## src/slcd_pkg.sv

```systemverilog
package slcd_pkg;

   // Framing constants
   localparam logic [7:0]  SYNC_BYTE = 8'hA5;
   localparam logic [15:0] CRC_POLY  = 16'h1021;

   // Default frame buffer size in bytes
   localparam int BUFFER_BYTES_DEFAULT = 512;

   // Receiver capacity after reset
   localparam logic [9:0] CAPACITY_RESET = 10'd512;

   // Depth of the small queues between the parts
   localparam int QUEUE_DEPTH = 2;

   // Frame header layout: two sync bytes, two free bytes, two length bytes
   localparam int HEADER_BYTES = 6;
   localparam int LEN_LOW_POS  = 4;
   localparam int LEN_HIGH_POS = 5;
   localparam int CRC_BYTES    = 2;

   // Width of the computed frame length (6 + 65535 + 2)
   localparam int EXP_W = 17;

   typedef enum logic [2:0] {
      STAT_NONE      = 3'd0,
      STAT_GOOD      = 3'd1,
      STAT_CRC_BAD   = 3'd2,
      STAT_OVER_CAP  = 3'd3,
      STAT_TOO_BIG   = 3'd4,
      STAT_SYNC_LOST = 3'd5
   } status_type;

   // Word passed from the front to the back
   typedef struct packed {
      logic [7:0] rx_byte;
      logic       is_sync;
   } front_item_type;

   // Word passed out on the result side
   typedef struct packed {
      logic [7:0] out_byte;
      logic       in_frame;
      logic [8:0] position;
      status_type frame_status;
      logic [9:0] total_length;
   } result_type;

endpackage

```

## src/sync_length_crc_deframer.sv

```systemverilog
// A pushed word is held in the input queue, then in the output queue, before it reaches rsp_.
// Throughput: one byte per cycle if unstalled, set by the back stage byte-wide CRC-16 update.
// Both sides stall independently through two-entry queues at the input and the output.
// Reset is synchronous and active high: queues empty, frame hunt restarts, CRC and
// length state clear, and receiver capacity returns to 512.
module sync_length_crc_deframer import slcd_pkg::*; #(
   parameter int BUFFER_BYTES = BUFFER_BYTES_DEFAULT
) (
   input  logic       clock,
   input  logic       reset,
   input  logic       req_push,
   output logic       req_full,
   input  logic [7:0] req_rx_byte,
   output logic       rsp_empty,
   input  logic       rsp_pop,
   output logic [7:0] rsp_out_byte,
   output logic       rsp_in_frame,
   output logic [8:0] rsp_position,
   output logic [2:0] rsp_frame_status,
   output logic [9:0] rsp_total_length,
   input  logic       csr_wen,
   input  logic [9:0] csr_wdata
);

   front_item_type item;
   logic           item_valid;
   logic           item_pop;
   result_type     result;

   // Accept and classify raw bytes
   slcd_front u_front (
      .clock       (clock),
      .reset       (reset),
      .req_push    (req_push),
      .req_full    (req_full),
      .req_rx_byte (req_rx_byte),
      .item_valid  (item_valid),
      .item_pop    (item_pop),
      .item        (item)
   );

   // Track the frame, run the CRC, report status
   slcd_back #(
      .BUFFER_BYTES (BUFFER_BYTES)
   ) u_back (
      .clock      (clock),
      .reset      (reset),
      .item_valid (item_valid),
      .item_pop   (item_pop),
      .item       (item),
      .csr_wen    (csr_wen),
      .csr_wdata  (csr_wdata),
      .rsp_empty  (rsp_empty),
      .rsp_pop    (rsp_pop),
      .result     (result)
   );

   assign rsp_out_byte     = result.out_byte;
   assign rsp_in_frame     = result.in_frame;
   assign rsp_position     = result.position;
   assign rsp_frame_status = result.frame_status;
   assign rsp_total_length = result.total_length;

endmodule

```

## src/slcd_fifo.sv

```systemverilog
module slcd_fifo import slcd_pkg::*; #(
   parameter int WIDTH = 8,
   parameter int DEPTH = QUEUE_DEPTH
) (
   input  logic             clock,
   input  logic             reset,
   input  logic             push,
   input  logic [WIDTH-1:0] push_data,
   output logic             full,
   input  logic             pop,
   output logic [WIDTH-1:0] pop_data,
   output logic             empty
);

   localparam int PTR_W = (DEPTH > 1) ? $clog2(DEPTH) : 1;
   localparam int CNT_W = $clog2(DEPTH + 1);

   logic [WIDTH-1:0] mem_ff [DEPTH];
   logic [PTR_W-1:0] wr_ptr_ff, wr_ptr_in;
   logic [PTR_W-1:0] rd_ptr_ff, rd_ptr_in;
   logic [CNT_W-1:0] count_ff, count_in;
   logic             do_push;
   logic             do_pop;

   assign full     = (count_ff == CNT_W'(DEPTH));
   assign empty    = (count_ff == '0);
   assign do_push  = push & ~full;
   assign do_pop   = pop & ~empty;
   assign pop_data = mem_ff[rd_ptr_ff];

   // Advance pointers with wrap at the depth, track the fill count
   always_comb begin
      wr_ptr_in = wr_ptr_ff;
      rd_ptr_in = rd_ptr_ff;
      count_in  = count_ff;
      if (do_push) begin
         wr_ptr_in = (wr_ptr_ff == PTR_W'(DEPTH - 1)) ? '0 : wr_ptr_ff + 1'b1;
      end
      if (do_pop) begin
         rd_ptr_in = (rd_ptr_ff == PTR_W'(DEPTH - 1)) ? '0 : rd_ptr_ff + 1'b1;
      end
      if (do_push && !do_pop) begin
         count_in = count_ff + 1'b1;
      end else if (do_pop && !do_push) begin
         count_in = count_ff - 1'b1;
      end
   end

   always_ff @(posedge clock) begin
      if (reset) begin
         wr_ptr_ff <= '0;
         rd_ptr_ff <= '0;
         count_ff  <= '0;
      end else begin
         wr_ptr_ff <= wr_ptr_in;
         rd_ptr_ff <= rd_ptr_in;
         count_ff  <= count_in;
      end
   end

   // Store the pushed word
   always_ff @(posedge clock) begin
      if (do_push) begin
         mem_ff[wr_ptr_ff] <= push_data;
      end
   end

   a_count_bound: assert property (@(posedge clock) disable iff (reset)
      count_ff <= CNT_W'(DEPTH))
      else $error("queue fill count beyond depth");

   a_ptr_gap: assert property (@(posedge clock) disable iff (reset)
      (count_ff == '0) || (count_ff == CNT_W'(DEPTH)) |-> wr_ptr_ff == rd_ptr_ff)
      else $error("queue pointers disagree with fill count");

   a_full_not_empty: assert property (@(posedge clock) disable iff (reset)
      full |-> !empty)
      else $error("queue reports full and empty together");

endmodule

```

## src/slcd_front.sv

```systemverilog
module slcd_front import slcd_pkg::*; (
   input  logic           clock,
   input  logic           reset,
   input  logic           req_push,
   output logic           req_full,
   input  logic [7:0]     req_rx_byte,
   output logic           item_valid,
   input  logic           item_pop,
   output front_item_type item
);

   front_item_type item_in;
   logic           item_empty;

   // Classify the byte as sync or not on the way in
   always_comb begin
      item_in.rx_byte = req_rx_byte;
      item_in.is_sync = (req_rx_byte == SYNC_BYTE);
   end

   // Hold accepted words until the back takes them
   slcd_fifo #(
      .WIDTH ($bits(front_item_type)),
      .DEPTH (QUEUE_DEPTH)
   ) u_in_queue (
      .clock     (clock),
      .reset     (reset),
      .push      (req_push),
      .push_data (item_in),
      .full      (req_full),
      .pop       (item_pop),
      .pop_data  (item),
      .empty     (item_empty)
   );

   assign item_valid = ~item_empty;

endmodule

```

## src/slcd_back.sv

```systemverilog
module slcd_back import slcd_pkg::*; #(
   parameter int BUFFER_BYTES = BUFFER_BYTES_DEFAULT
) (
   input  logic           clock,
   input  logic           reset,
   input  logic           item_valid,
   output logic           item_pop,
   input  front_item_type item,
   input  logic           csr_wen,
   input  logic [9:0]     csr_wdata,
   output logic           rsp_empty,
   input  logic           rsp_pop,
   output result_type     result
);

   localparam int CNT_W = $clog2(BUFFER_BYTES + 1);

   logic [9:0]       capacity_ff;
   logic [CNT_W-1:0] byte_count_ff, byte_count_in;
   logic [15:0]      crc_ff, crc_in;
   logic [7:0]       len_low_ff, len_low_in;
   logic [EXP_W-1:0] exp_len_ff, exp_len_in;
   logic [7:0]       crc_low_ff, crc_low_in;

   logic             out_full;
   logic             go;
   logic [CNT_W-1:0] pos;
   logic [15:0]      crc_base;
   logic [15:0]      crc_next;
   logic [EXP_W-1:0] pos_plus;
   logic [EXP_W-1:0] len_new;
   logic [15:0]      rx_crc;
   result_type       res_in;

   // Byte-wide CRC-16 update, MSB first
   function automatic logic [15:0] crc_byte(input logic [15:0] crc, input logic [7:0] b);
      logic [15:0] c;
      c = crc ^ {b, 8'h00};
      for (int i = 0; i < 8; i++) begin
         c = c[15] ? ((c << 1) ^ CRC_POLY) : (c << 1);
      end
      return c;
   endfunction

   assign go       = item_valid & ~out_full;
   assign item_pop = go;

   // Position of this byte, restarting if the buffer would overflow
   assign pos      = (byte_count_ff >= CNT_W'(BUFFER_BYTES)) ? '0 : byte_count_ff;
   assign crc_base = (pos == '0) ? 16'h0000 : crc_ff;
   assign crc_next = crc_byte(crc_base, item.rx_byte);
   assign pos_plus = EXP_W'(pos) + EXP_W'(CRC_BYTES);
   assign len_new  = EXP_W'(HEADER_BYTES + CRC_BYTES) + EXP_W'(len_low_ff)
                   + EXP_W'({item.rx_byte, 8'h00});
   assign rx_crc   = {item.rx_byte, crc_low_ff};

   // Classify the byte against the frame state and build the result
   always_comb begin
      byte_count_in = byte_count_ff;
      crc_in        = crc_ff;
      len_low_in    = len_low_ff;
      exp_len_in    = exp_len_ff;
      crc_low_in    = crc_low_ff;

      res_in.out_byte     = item.rx_byte;
      res_in.in_frame     = 1'b0;
      res_in.position     = '0;
      res_in.frame_status = STAT_NONE;
      res_in.total_length = '0;

      if (byte_count_ff == '0 && !item.is_sync) begin
         // hunting: drop noise
      end else if (byte_count_ff == CNT_W'(1) && !item.is_sync) begin
         byte_count_in       = '0;
         crc_in              = '0;
         res_in.frame_status = STAT_SYNC_LOST;
      end else begin
         byte_count_in   = pos + 1'b1;
         res_in.in_frame = 1'b1;
         res_in.position = 9'(pos);
         if (pos < CNT_W'(HEADER_BYTES)) begin
            crc_in = crc_next;
            if (pos == CNT_W'(LEN_LOW_POS)) begin
               len_low_in = item.rx_byte;
            end
            if (pos == CNT_W'(LEN_HIGH_POS)) begin
               exp_len_in = len_new;
               if (len_new > EXP_W'(BUFFER_BYTES)) begin
                  res_in.frame_status = STAT_TOO_BIG;
                  byte_count_in       = '0;
                  crc_in              = '0;
               end
            end
         end else if (pos_plus < exp_len_ff) begin
            crc_in = crc_next;
         end else if (pos_plus == exp_len_ff) begin
            crc_low_in = item.rx_byte;
         end else begin
            priority if (rx_crc != crc_ff) begin
               res_in.frame_status = STAT_CRC_BAD;
            end else if (exp_len_ff > EXP_W'(capacity_ff)) begin
               res_in.frame_status = STAT_OVER_CAP;
            end else begin
               res_in.frame_status = STAT_GOOD;
            end
            res_in.total_length = exp_len_ff[9:0];
            byte_count_in       = '0;
            crc_in              = '0;
         end
      end
   end

   // Advance frame state on each processed word
   always_ff @(posedge clock) begin
      if (reset) begin
         byte_count_ff <= '0;
         crc_ff        <= '0;
         len_low_ff    <= '0;
         exp_len_ff    <= '0;
         crc_low_ff    <= '0;
      end else if (go) begin
         byte_count_ff <= byte_count_in;
         crc_ff        <= crc_in;
         len_low_ff    <= len_low_in;
         exp_len_ff    <= exp_len_in;
         crc_low_ff    <= crc_low_in;
      end
   end

   // Hold the capacity register
   always_ff @(posedge clock) begin
      if (reset) begin
         capacity_ff <= CAPACITY_RESET;
      end else if (csr_wen) begin
         capacity_ff <= csr_wdata;
      end
   end

   // Queue results so the result side can stall on its own
   slcd_fifo #(
      .WIDTH ($bits(result_type)),
      .DEPTH (QUEUE_DEPTH)
   ) u_out_queue (
      .clock     (clock),
      .reset     (reset),
      .push      (go),
      .push_data (res_in),
      .full      (out_full),
      .pop       (rsp_pop),
      .pop_data  (result),
      .empty     (rsp_empty)
   );

   a_count_below_buffer: assert property (@(posedge clock) disable iff (reset)
      byte_count_ff < CNT_W'(BUFFER_BYTES))
      else $error("frame byte count reached buffer size");

   a_end_restarts: assert property (@(posedge clock) disable iff (reset)
      go && (res_in.frame_status == STAT_GOOD || res_in.frame_status == STAT_CRC_BAD
             || res_in.frame_status == STAT_OVER_CAP) |=> byte_count_ff == '0)
      else $error("hunt did not restart after frame end");

   a_body_in_frame: assert property (@(posedge clock) disable iff (reset)
      go && byte_count_ff > CNT_W'(1) |-> res_in.in_frame)
      else $error("byte inside a frame not marked in frame");

endmodule
```

## config.mk

```make
export PLATFORM = sky130hd
export DESIGN_NAME = sync_length_crc_deframer
export DESIGN_NICKNAME = d
export VERILOG_FILES = /design/src/slcd_pkg.sv /design/src/sync_length_crc_deframer.sv /design/src/slcd_fifo.sv /design/src/slcd_front.sv /design/src/slcd_back.sv
export SDC_FILE = /design/constraint.sdc
export NUM_CORES = 1
export LEC_CHECK = 0
export BUFFER_PORTS_ARGS = -buffer_cell sky130_fd_sc_hd__buf_2
export CORE_ASPECT_RATIO = 0.5
export CORE_MARGIN = 4
export CORE_UTILIZATION = 60
export DETAILED_ROUTE_END_ITERATION = 12
export GPL_TIMING_DRIVEN = 0
export PLACE_DENSITY = 0.79
export RECOVER_POWER = 100
export SLEW_MARGIN = 20
export SYNTH_ARGS = -nofsm -noshare
export SYNTH_HDL_FRONTEND = slang
export SYNTH_SLANG_ARGS = --single-unit
```

## constraint.sdc

```tcl
create_clock -name clock -period 3.9 [get_ports clock]
set_input_delay 0.195 -clock clock [delete_from_list [all_inputs] [get_ports clock]]
set_output_delay 0.195 -clock clock [all_outputs]
set_load 0.03 [all_outputs]
```

== Word level (Yosys, flattened, before mapping) ==
Memory sizes are Yosys's and may differ from the RTL's. A register that Yosys moved wholly into a read port is not among the register bits.
Index checks and enable logic that the tools add are counted.
Word-level totals
  output and inout bits: 33
  memories kept: 2
  input bits: 23
  memory bits (writable): 80
  register bits: 77
Memory list
  u_back.u_out_queue.mem_ff: words 2, bits a word 31, rd ports 1, clocked after Yosys merged registers in 1, wr ports 1, RTL line slcd_fifo.sv:18  | logic [WIDTH-1:0] mem_ff [DEPTH];
  u_front.u_in_queue.mem_ff: words 2, bits a word 9, rd ports 1, clocked after Yosys merged registers in 1, wr ports 1, RTL line slcd_fifo.sv:18
Cells by class
  muxes and demuxes: 50
  magnitude comparators: 5
  equality and inequality tests: 9
  add/sub/neg operators: 12
  reductions and logical operators: 22
  bitwise logic cells: 22
Operator list (count)
  2-to-1 mux 13 bit: 10
  2-to-1 mux 16 bit: 7
  2-to-1 mux 10 bit: 10
  NOT 3 bit: 8
  2-to-1 mux 23 bit: 1
  equality test 10 x 3 -> 1 bit (second input constant): 2
  logical NOT 10 bit: 2
  adder 17 x 16 -> 17 bit: 1
  equality test 17 bit: 1
  greater-than comparator 17 x 10 -> 1 bit: 1
  greater-than comparator 17 x 10 -> 1 bit (second input constant): 1
  < comparator 17 bit: 1
  inequality test 16 bit: 1
  XOR 16 bit: 1
  2-to-1 mux 1 bit: 12
  2-to-1 mux 2 bit: 6
  2-to-1 mux 3 bit: 4
  adder 10 x 2 -> 11 bit (second input constant): 1
  adder 10 x 1 -> 10 bit (second input constant): 1
  equality test 10 x 1 -> 1 bit (second input constant): 1
  >= comparator 10 bit (second input constant): 1
  < comparator 10 x 3 -> 1 bit (second input constant): 1
  AND reduction 5 bit: 2
  adder 4 x 8 -> 9 bit (first input constant): 1
  other kinds (15): 43

== Logic depth before layout (Yosys ltp) ==
Gate-level depths: netlist (run 1).
  depth after elaboration: 25
  depth in mapped cells: 19
  mapped depth without buffers: 16

== Hierarchy ==
From an unflattened synthesis (run 1), not the netlist that was laid out.
Unflattened totals
  cells, all modules: 685
  area, all modules: 7654.8 µm²
By module, submodules not included
  slcd_back: seq. area each 1381.3 µm², times used 1, area each 4316.6 µm², cells an instance 507
  slcd_fifo at u_back.u_out_queue: seq. area each 1961.9 µm², times used 1, area each 2443.6 µm², cells an instance 121
  slcd_fifo at u_front.u_in_queue: seq. area each 640.6 µm², times used 1, area each 864.6 µm², cells an instance 53
  slcd_front: seq. area each 0.0 µm², times used 1, area each 30.0 µm², cells an instance 4

== Worst setup path after synthesis (run 1) ==
OpenSTA, ideal clock, no wires.
  path kind: reg2reg
  start: register (tool-made name)
  end: memory u_back.u_out_queue.mem_ff[0][12] (netlist name) (data pin)
  data required time: 3.651 ns
  data arrival time: 3.121 ns
  path buffers: 3
  stages on the path, launching flop included: 14
  library setup time: 0.249 ns
  slack: 0.530 ns
  path through: dfxtp_1 -> buf_6 -> buf_12 -> mux2i_1 -> inv_1 -> ha_1 -> ha_1 -> nor4b_1 -> nand4_1 -> a211o_1 -> o41ai_4 -> and2_1 -> buf_6 -> inv_2
RTL lines (RTL line)
  end: declaration: slcd_fifo.sv:18

== Worst setup path after layout (run 1) ==
  start: register u_back.byte_count_ff[9]
  end: register u_back.crc_ff[6]
On the way
  longest elaborated chain between the ends: 17
  elaborated cells on any way between the ends: 32
  classes of those cells: 1 x add/sub; 3 x order compare; 4 x eq/ne; 15 x mux; 4 x bitwise; 5 x reduce/logical
RTL lines
  start: declaration: RTL line slcd_back.sv:19  | logic [CNT_W-1:0] byte_count_ff, byte_count_in;
  start signal: assignment: RTL line slcd_back.sv:122  | byte_count_ff <= byte_count_in;
  parallel branches: the longest is 17 deep, another holds < comparator 17 bit
  end signal: assignment: RTL line slcd_back.sv:123  | crc_ff <= crc_in;
  end: declaration: RTL line slcd_back.sv:20  | logic [15:0] crc_ff, crc_in;
Parallel ways; which one is timed is not known.
A chain may end at the register's enable or synchronous reset.

==> out/results.ini, run 1 <==
[run_status]
status=finished, final reports clean

[logic_synthesis]
synth_top_cell_area_share=0.303
post_synth.cell_area_avg_um2=11.1
synth_warnings=0
yosysTopAreaCell=edfxtp_1
synthArstFlopShare=0
synth_edf_count=80
netlist_area_mm2=0.00794
yosysUniqueCellTypes=74
ys.flop_type=edfxtp_1
yosys-top-cells-area=edfxtp_1 (30%), dfxtp_1 (20%), xnor2_1 (5.4%)
ys_seq_elements=159
synth_seq_area_share=0.502
synthCells=714
syn-num-nets=767

[floorplan]
rows=29
fp.coreArea_mm2=0.0128
die-height_um=89.4
dieArea_mm2=0.0153
die_x_um=171
ios=56
initial_core_util=0.620

[grt]
grt-ovfl-total=0
antenna_found_initial=0
grt_pass1_vias=5588
grt_pass1_wl_um=29200
grt_usage=0.252
grt_max_degree=19

[worst_setup_path]
crit_chain=clkbuf_4 -> nor2b_2 -> and2_1 -> nand4_1 -> mux2_2 -> ha_1 -> a22o_1 -> o41ai_2 -> a31oi_2 -> buf_4 -> nor3_4 -> nand3_2 -> buf_6 -> o2bb2ai_2
start_kind=flop
cp_data_required_time_ps=4260
startpoint=u_back.byte_count_ff[9]
worst_r2r_path_depth=14
cpPeakStageDelay_ps=370
end_kind=flop
worstPathArrival_ps=4100
worstReg2RegEnd=u_back.crc_ff[6]
critPathKind=reg2reg
reg2reg_from=u_back.byte_count_ff[9]
cp-endpoint=u_back.crc_ff[6]
ff2ff_setup_slack_ps=160
critPathMaxFanout=10
slowest_stage=dfxtp_2

[layout]
utilization=0.717
drive_gt1_frac=0.179
syn_to_final_growth_pct=15.7
instances_no_fill=986
diodes=0
nets=856
final_design_area_no_fill_mm2=0.00919

[placed_design]
placed_cell_area_mm2=0.00850
dp.cells=941
dpl.hpwl_um=12900
io_buffer_count=55
gp_congestion=0.932

[timing]
finalHoldViolCount=0
finalCritPeriodShare=0.960
fin_skew_ps=8.18
min_period_ps=3740
final_max_slew_viol_count=0
setup-violations-final=0
tightest_slew_ps=1150
fmax_mhz=267
relSlewSlack=0.236

[power_and_ir_drop]
power.leakage_nw=3.39
powerDensity_mw_per_mm2=703
finalPower_mw=6.46
ir_drop_uv=379

[route]
num_vias=5801
dr.pass1.iters=5
routed_wl_um=18800
post_drt_wl_per_cell_um=19.1
ant_nets=0
viasPerCell=5.88
drtIter0Drc=491
drc=0

[hold_path]
hold_path.class=in2reg

[cts]
cts_tree=yes
clockRootBuffer=clkbuf_16
clk_pin_slew_ps=60
numCtsBuffers=17
clock_path_buffers=2
clock-sinks=159
htreeDepth=4
insertion_delay_ps=420

[run]
cap_violations=0

-- what timing repair did --
action                                  CTS  global route
endpoints found under the hold margin    16             0
hold buffers                              8             0
pin swaps                                 0             2
buffers inserted                          0             5
gates resized for setup                   4            13
endpoints found under the setup margin   52            58
-- placed cells by master (no fill, tap or decap), drive strengths merged, types with 4 or more instances in the layout --
master	n
nor3	5
o2bb2ai	13
a32o	5
a21oi	18
nand3	11
nor4	5
and2	6
edfxtp	80
mux2	32
and3	7
o21a	4
clkbuf	82
dlygate4sd3	8
nor2	80
buf	37
o21ai	11
bufinv	5
nor2b	9
a211oi	21
mux2i	18
nand2	63
xnor2	49
dfxtp	79
inv	45
nand4	13
xor2	26
a32oi	5
ha	30
-- layer usage --
layer  routed length, um  vias to the layer above  global-route usage
met5                   0                        -                   0
met4                 428                        0              0.0833
met3                1320                       46              0.0499
met2                8490                      228               0.413
met1                8540                     2835               0.342
li1                    -                     2692                   -
-- registers in the layout, summed over array words and instances (netlist names), named ones only --
signal,cells
u_back.capacity_ff,10
u_back.crc_ff,16
u_back.len_low_ff,8
u_back.u_out_queue.wr_ptr_ff,1
u_back.byte_count_ff,10
u_back.u_out_queue.mem_ff,62
u_front.u_in_queue.rd_ptr_ff,1
u_back.u_out_queue.count_ff,2
u_front.u_in_queue.wr_ptr_ff,1
u_front.u_in_queue.count_ff,2
u_back.u_out_queue.rd_ptr_ff,1
u_back.exp_len_ff,17
u_front.u_in_queue.mem_ff,18
u_back.crc_low_ff,8
-- critical path, delay by kind of cell (launching register included) --
kind            cells  cell delay, ps
compound gates      4             980
fa+ha+maj           1             310
buf+inv             3             610
flops               1             370
mux                 1             320
simple gates        5            1080
-- final cells by class --
type	count	area (um2)
multi-input cells	475	3620
flip-flops and latches	159	3990
well taps	170	213
plain buffers	36	208
repair buffers	70	358
clock inverters	11	190
inverters	44	168
fillers	909	3620
clock buffers	21	440
-- report_power, final --
group / total [mW] / internal (mW) / switching [mW] / leakage, nW
clock: 1.80 / 1.13 / 0.662 / 0.295
sequential: 2.37 / 2.19 / 0.182 / 1.40
combinational: 2.30 / 0.803 / 1.49 / 1.69
total: 6.46 / 4.12 / 2.34 / 3.39
-- Yosys cell counts, drive strengths merged, types with 3 or more instances --
cell and number:
xnor2 49, buf 19, nand3 11, nand2b 3
or3 3, nor2b 9, and2 6, o21ai 11
edfxtp 80, a211oi 21, a32oi 5, nor2 80
nor3 5, mux2 32, nand4 13, clkbuf 17
inv 44, nor4 5, and3 7, nand2 63
o21a 4, a21oi 18, a32o 5, mux2i 18
ha 30, dfxtp 79, xor2 26, a31oi 3
o2bb2ai 13
-- metrics by stage --
stage	setup WS (ps)	setup TNS, ps	hold WS, ps
floorplan	530	0	294
detailed placement	-198	-3180	403
CTS	-44.3	-69.2	9.43
finish	158	0	5.26
global route	-24.5	-35.0	13.2
global placement	-271	-4070	398
-- cells by family (layout without fill, tap and decap cells) --
| kind of cell | count (synthesis) | after routing | synth area share |
|---|---|---|---|
| other | 1 | 1 | 0.000472 |
| adders and majority gates | 30 | 30 | 0.0473 |
| DFF | 159 | 159 | 0.502 |
| and+or+nand+nor | 220 | 220 | 0.136 |
| AOI/OAI and AO/OA | 99 | 99 | 0.108 |
| buffers and inverters | 80 | 182 | 0.0479 |
| muxes | 50 | 50 | 0.0759 |
| xor gates and xnor gates | 75 | 75 | 0.0827 |
-- worst min path at each step --
stage | cells past startpoint | slack (ps) | startpoint | end
final | 3 | 5 | csr_wdata[2] | u_back.capacity_ff[2]
after CTS | 3 | 9 | csr_wdata[2] | u_back.capacity_ff[2]
after global routing | 3 | 10 | csr_wdata[1] | u_back.capacity_ff[1]
after detailed placement | 1 | 400 | req_rx_byte[1] | u_front.u_in_queue.mem_ff[1][2]
after floorplan | 0 | 290 | req_rx_byte[0] | u_front.u_in_queue.mem_ff[0][1]
after global placement | 1 | 400 | req_rx_byte[1] | u_front.u_in_queue.mem_ff[0][2]
Note: power is estimated with default switching activity, not from simulation.
==> run 2, diff against run 1 <==
--- a/config.mk
+++ b/config.mk
@@ -5,6 +5,7 @@
 export SDC_FILE = /design/constraint.sdc
 export NUM_CORES = 1
 export LEC_CHECK = 0
+export ABC_AREA = 1
 export BUFFER_PORTS_ARGS = -buffer_cell sky130_fd_sc_hd__buf_2
 export CORE_ASPECT_RATIO = 0.5
 export CORE_MARGIN = 4
==> run 2 against run 1 <==
Effect of this change: the flow now finishes with violations (capacitance limit, slew limit); clock skew grew 1.8 ps; power is 10% higher; largest cell class unchanged; wire length grew 14%.
==> out/results.ini, run 2 <==
[power_and_ir_drop]
powerDensity_mw_per_mm2=766  ; +9.0%
finalPower_mw=7.14  ; +10%
power.leakage_nw=4.05  ; +20%
ir_drop_uv=381  ; +0.37%

[floorplan]
ios=56  ; unchanged
fp.coreArea_mm2=0.0131  ; +2.0%
die_x_um=174  ; +1.9%
rows=29  ; unchanged
dieArea_mm2=0.0158  ; +3.8%
die-height_um=91.0  ; +1.9%
initial_core_util=0.633  ; +0.0130

[logic_synthesis]
netlist_area_mm2=0.00827  ; +4.1%
synthCells=974  ; +36%
ys_seq_elements=159  ; unchanged
synth_top_cell_area_share=0.291  ; -0.0120
post_synth.cell_area_avg_um2=8.49  ; -24%
synth_seq_area_share=0.482  ; -0.0199
synth_edf_count=80  ; unchanged
ys_top_cells_by_count=nand2_1 (209), inv_1 (116), nor2_1 (107), edfxtp_1 (80), dfxtp_1 (79)
ys.flop_type=edfxtp_1
yosysUniqueCellTypes=46  ; -38%
syn-num-nets=1027  ; +34%
yosysTopAreaCell=edfxtp_1
yosysMostFrequentCell=nand2_1
synth_warnings=0  ; unchanged
yosys-top-cells-area=edfxtp_1 (29%), dfxtp_1 (19%), nand2_1 (9.5%)
synthArstFlopShare=0  ; unchanged

[layout]
nets=1113  ; +30%
largest_register_ffs=62  ; unchanged
final_cell_mix=nand2_1 (217), inv_1 (117), nor2_1 (109)
layout_commonest_cell=nand2_1
top_regs=u_back.u_out_queue.mem_ff x62, u_front.u_in_queue.mem_ff x18, u_back.exp_len_ff x17
top_register=u_back.u_out_queue.mem_ff
diodes=0  ; unchanged
final_design_area_no_fill_mm2=0.00931  ; +1.4%
drive_gt1_frac=0.112  ; -0.0671
syn_to_final_growth_pct=12.6

[timing]
setup-violations-final=0  ; unchanged
finalCritPeriodShare=0.921  ; -0.0385
relSlewSlack=-0.0351  ; -0.271
final_max_slew_viol_count=27  ; +27
min_period_ps=3590  ; -150 ps
fmax_mhz=278  ; +4.2%
finalHoldViolCount=0  ; unchanged
fin_skew_ps=9.95  ; +1.77 ps
tightest_slew_ps=1550  ; +406 ps
layout_setup_ws_ps=308  ; +150 ps

[run_status]
violations=capacitance limit, slew limit
status=finished with violations

[placed_design]
gp_congestion=0.947  ; +1.6%
dpl.hpwl_um=15000  ; +16%
placed_cell_area_mm2=0.00881  ; +3.7%
io_buffer_count=55  ; unchanged
post-place-ws_ps=289  ; +487 ps

[cts]
numCtsBuffers=17  ; unchanged
clock-sinks=159  ; unchanged
cts_tree=yes
clk_pin_slew_ps=70  ; about the same
clockRootBuffer=clkbuf_16
insertion_delay_ps=430  ; about the same
clock_path_buffers=2  ; unchanged
htreeDepth=4  ; unchanged

[worst_setup_path]
critPathMaxFanout=10  ; unchanged
critPathKind=reg2reg
worstPathArrival_ps=3910  ; -190 ps
worst_r2r_path_depth=21  ; +7
start_kind=flop
cp_data_required_time_ps=4220  ; -40 ps
end_kind=flop

[route]
viasPerCell=5.67  ; -3.7%
routed_wl_um=21400  ; +14%
ant_nets=0  ; unchanged
post_drt_wl_per_cell_um=17.2  ; -9.7%
num_vias=7042  ; +21%
dr.pass1.iters=5  ; unchanged
drtIter0Drc=634  ; +29%
drc=0  ; unchanged

[hold_path]
whs_path_depth=3  ; unchanged
hold_path.class=in2reg

[grt]
antenna_found_initial=0  ; unchanged
grt_pass1_vias=6979  ; +25%
grt_max_degree=27  ; +8
grt-ovfl-total=0  ; unchanged
grt_usage=0.278  ; +0.0260
grt_pass1_wl_um=34900  ; +19%

[run]
cap_violations=1  ; +1

[run 2: per-layer routing]
layer | global-route usage | part of all wire
met1 | 0.362 | 0.45
met2 | 0.458 | 0.46
met3 | 0.0672 | 0.074
met4 | 0.100 | 0.022
met5 | 0 | 0
[run 2: path summary, 6_finish.rpt]
path / startpoint / end / slack, ps
worst min-delay path: csr_wdata[0] / u_back.capacity_ff[0] / 30
worst max register to register: u_back.byte_count_ff[9] / u_back.crc_ff[15] / 310
worst max-delay path: u_back.byte_count_ff[9] / u_back.crc_ff[15] / 310
worst min register to register: u_front.u_in_queue.rd_ptr_ff / u_front.u_in_queue.rd_ptr_ff / 450
[run 2: cell type report]
cell class	count	area, um2
Sequential cell	159	3980
Inverter	122	460
Timing Repair Buffer	67	333
Buffer	28	136
Clock inverter	13	146
Tap cell	170	213
Clock buffer	19	453
Multi-Input combinational cell	665	3590
Fill cell	1017	3750
[run 2: kinds of logic (layout without fill, tap and decap cells)]
logic type               Yosys count  count (layout)  synth area share
AND/OR/NAND/NOR                  445             445             0.237
flip-flops                       159             159             0.482
buffers and inverters            150             249            0.0757
AO/OA/AOI/OAI                    137             137            0.0949
multiplexers                      31              31            0.0422
adder cells (fa/ha/maj)           30              30            0.0454
XOR/XNOR                          21              21            0.0222
other                              1               1          0.000453
[run 2: report_power, final]
| group | switching (mW) | internal, mW | total (mW) |
|---|---|---|---|
| registers | 0.176 | 2.25 | 2.43 |
| logic | 2.15 | 0.875 | 3.02 |
| clock network | 0.748 | 0.939 | 1.69 |
| total | 3.07 | 4.06 | 7.14 |
[run 2: repair_timing]
action                                  in CTS  in global routing
setup buffers                                0                  0
endpoints found under the setup margin       0                 34
resized for setup                            0                  1
hold buffers                                10                  0
hold endpoints to repair                    17                  0
[run 2: worst max-delay path: stages (launching register included)]
cell      delay [ps]
dfxtp_1          300
buf_4            160
inv_4            100
nand2_4          110
inv_1             80
ha_1             220
nand3_1          190
nor3_2           280
xor2_1           130
ha_1             310
nand2_1           60
nor2_1           200
inv_1             60
nor2_1           100
nand3b_1          80
nand3_1          180
nand2_1          160
inv_1            220
buf_2            270
nor2_1           100
nand3_1           80
a21oi_1           80
[run 2: per-stage QoR]
step / utilization / hold slack [ps] / cells / setup TNS (ps)
2_1_floorplan: - / 268 / 974 / 0
3_3_place_gp: 0.670 / 398 / 1199 / 0
3_5_place_dp: 0.675 / 401 / 1201 / 0
4_1_cts: 0.728 / 21.0 / 1243 / 0
5_1_grt: 0.713 / 36.8 / 1243 / -425
6_report: 0.713 / 27.0 / 1243 / 0
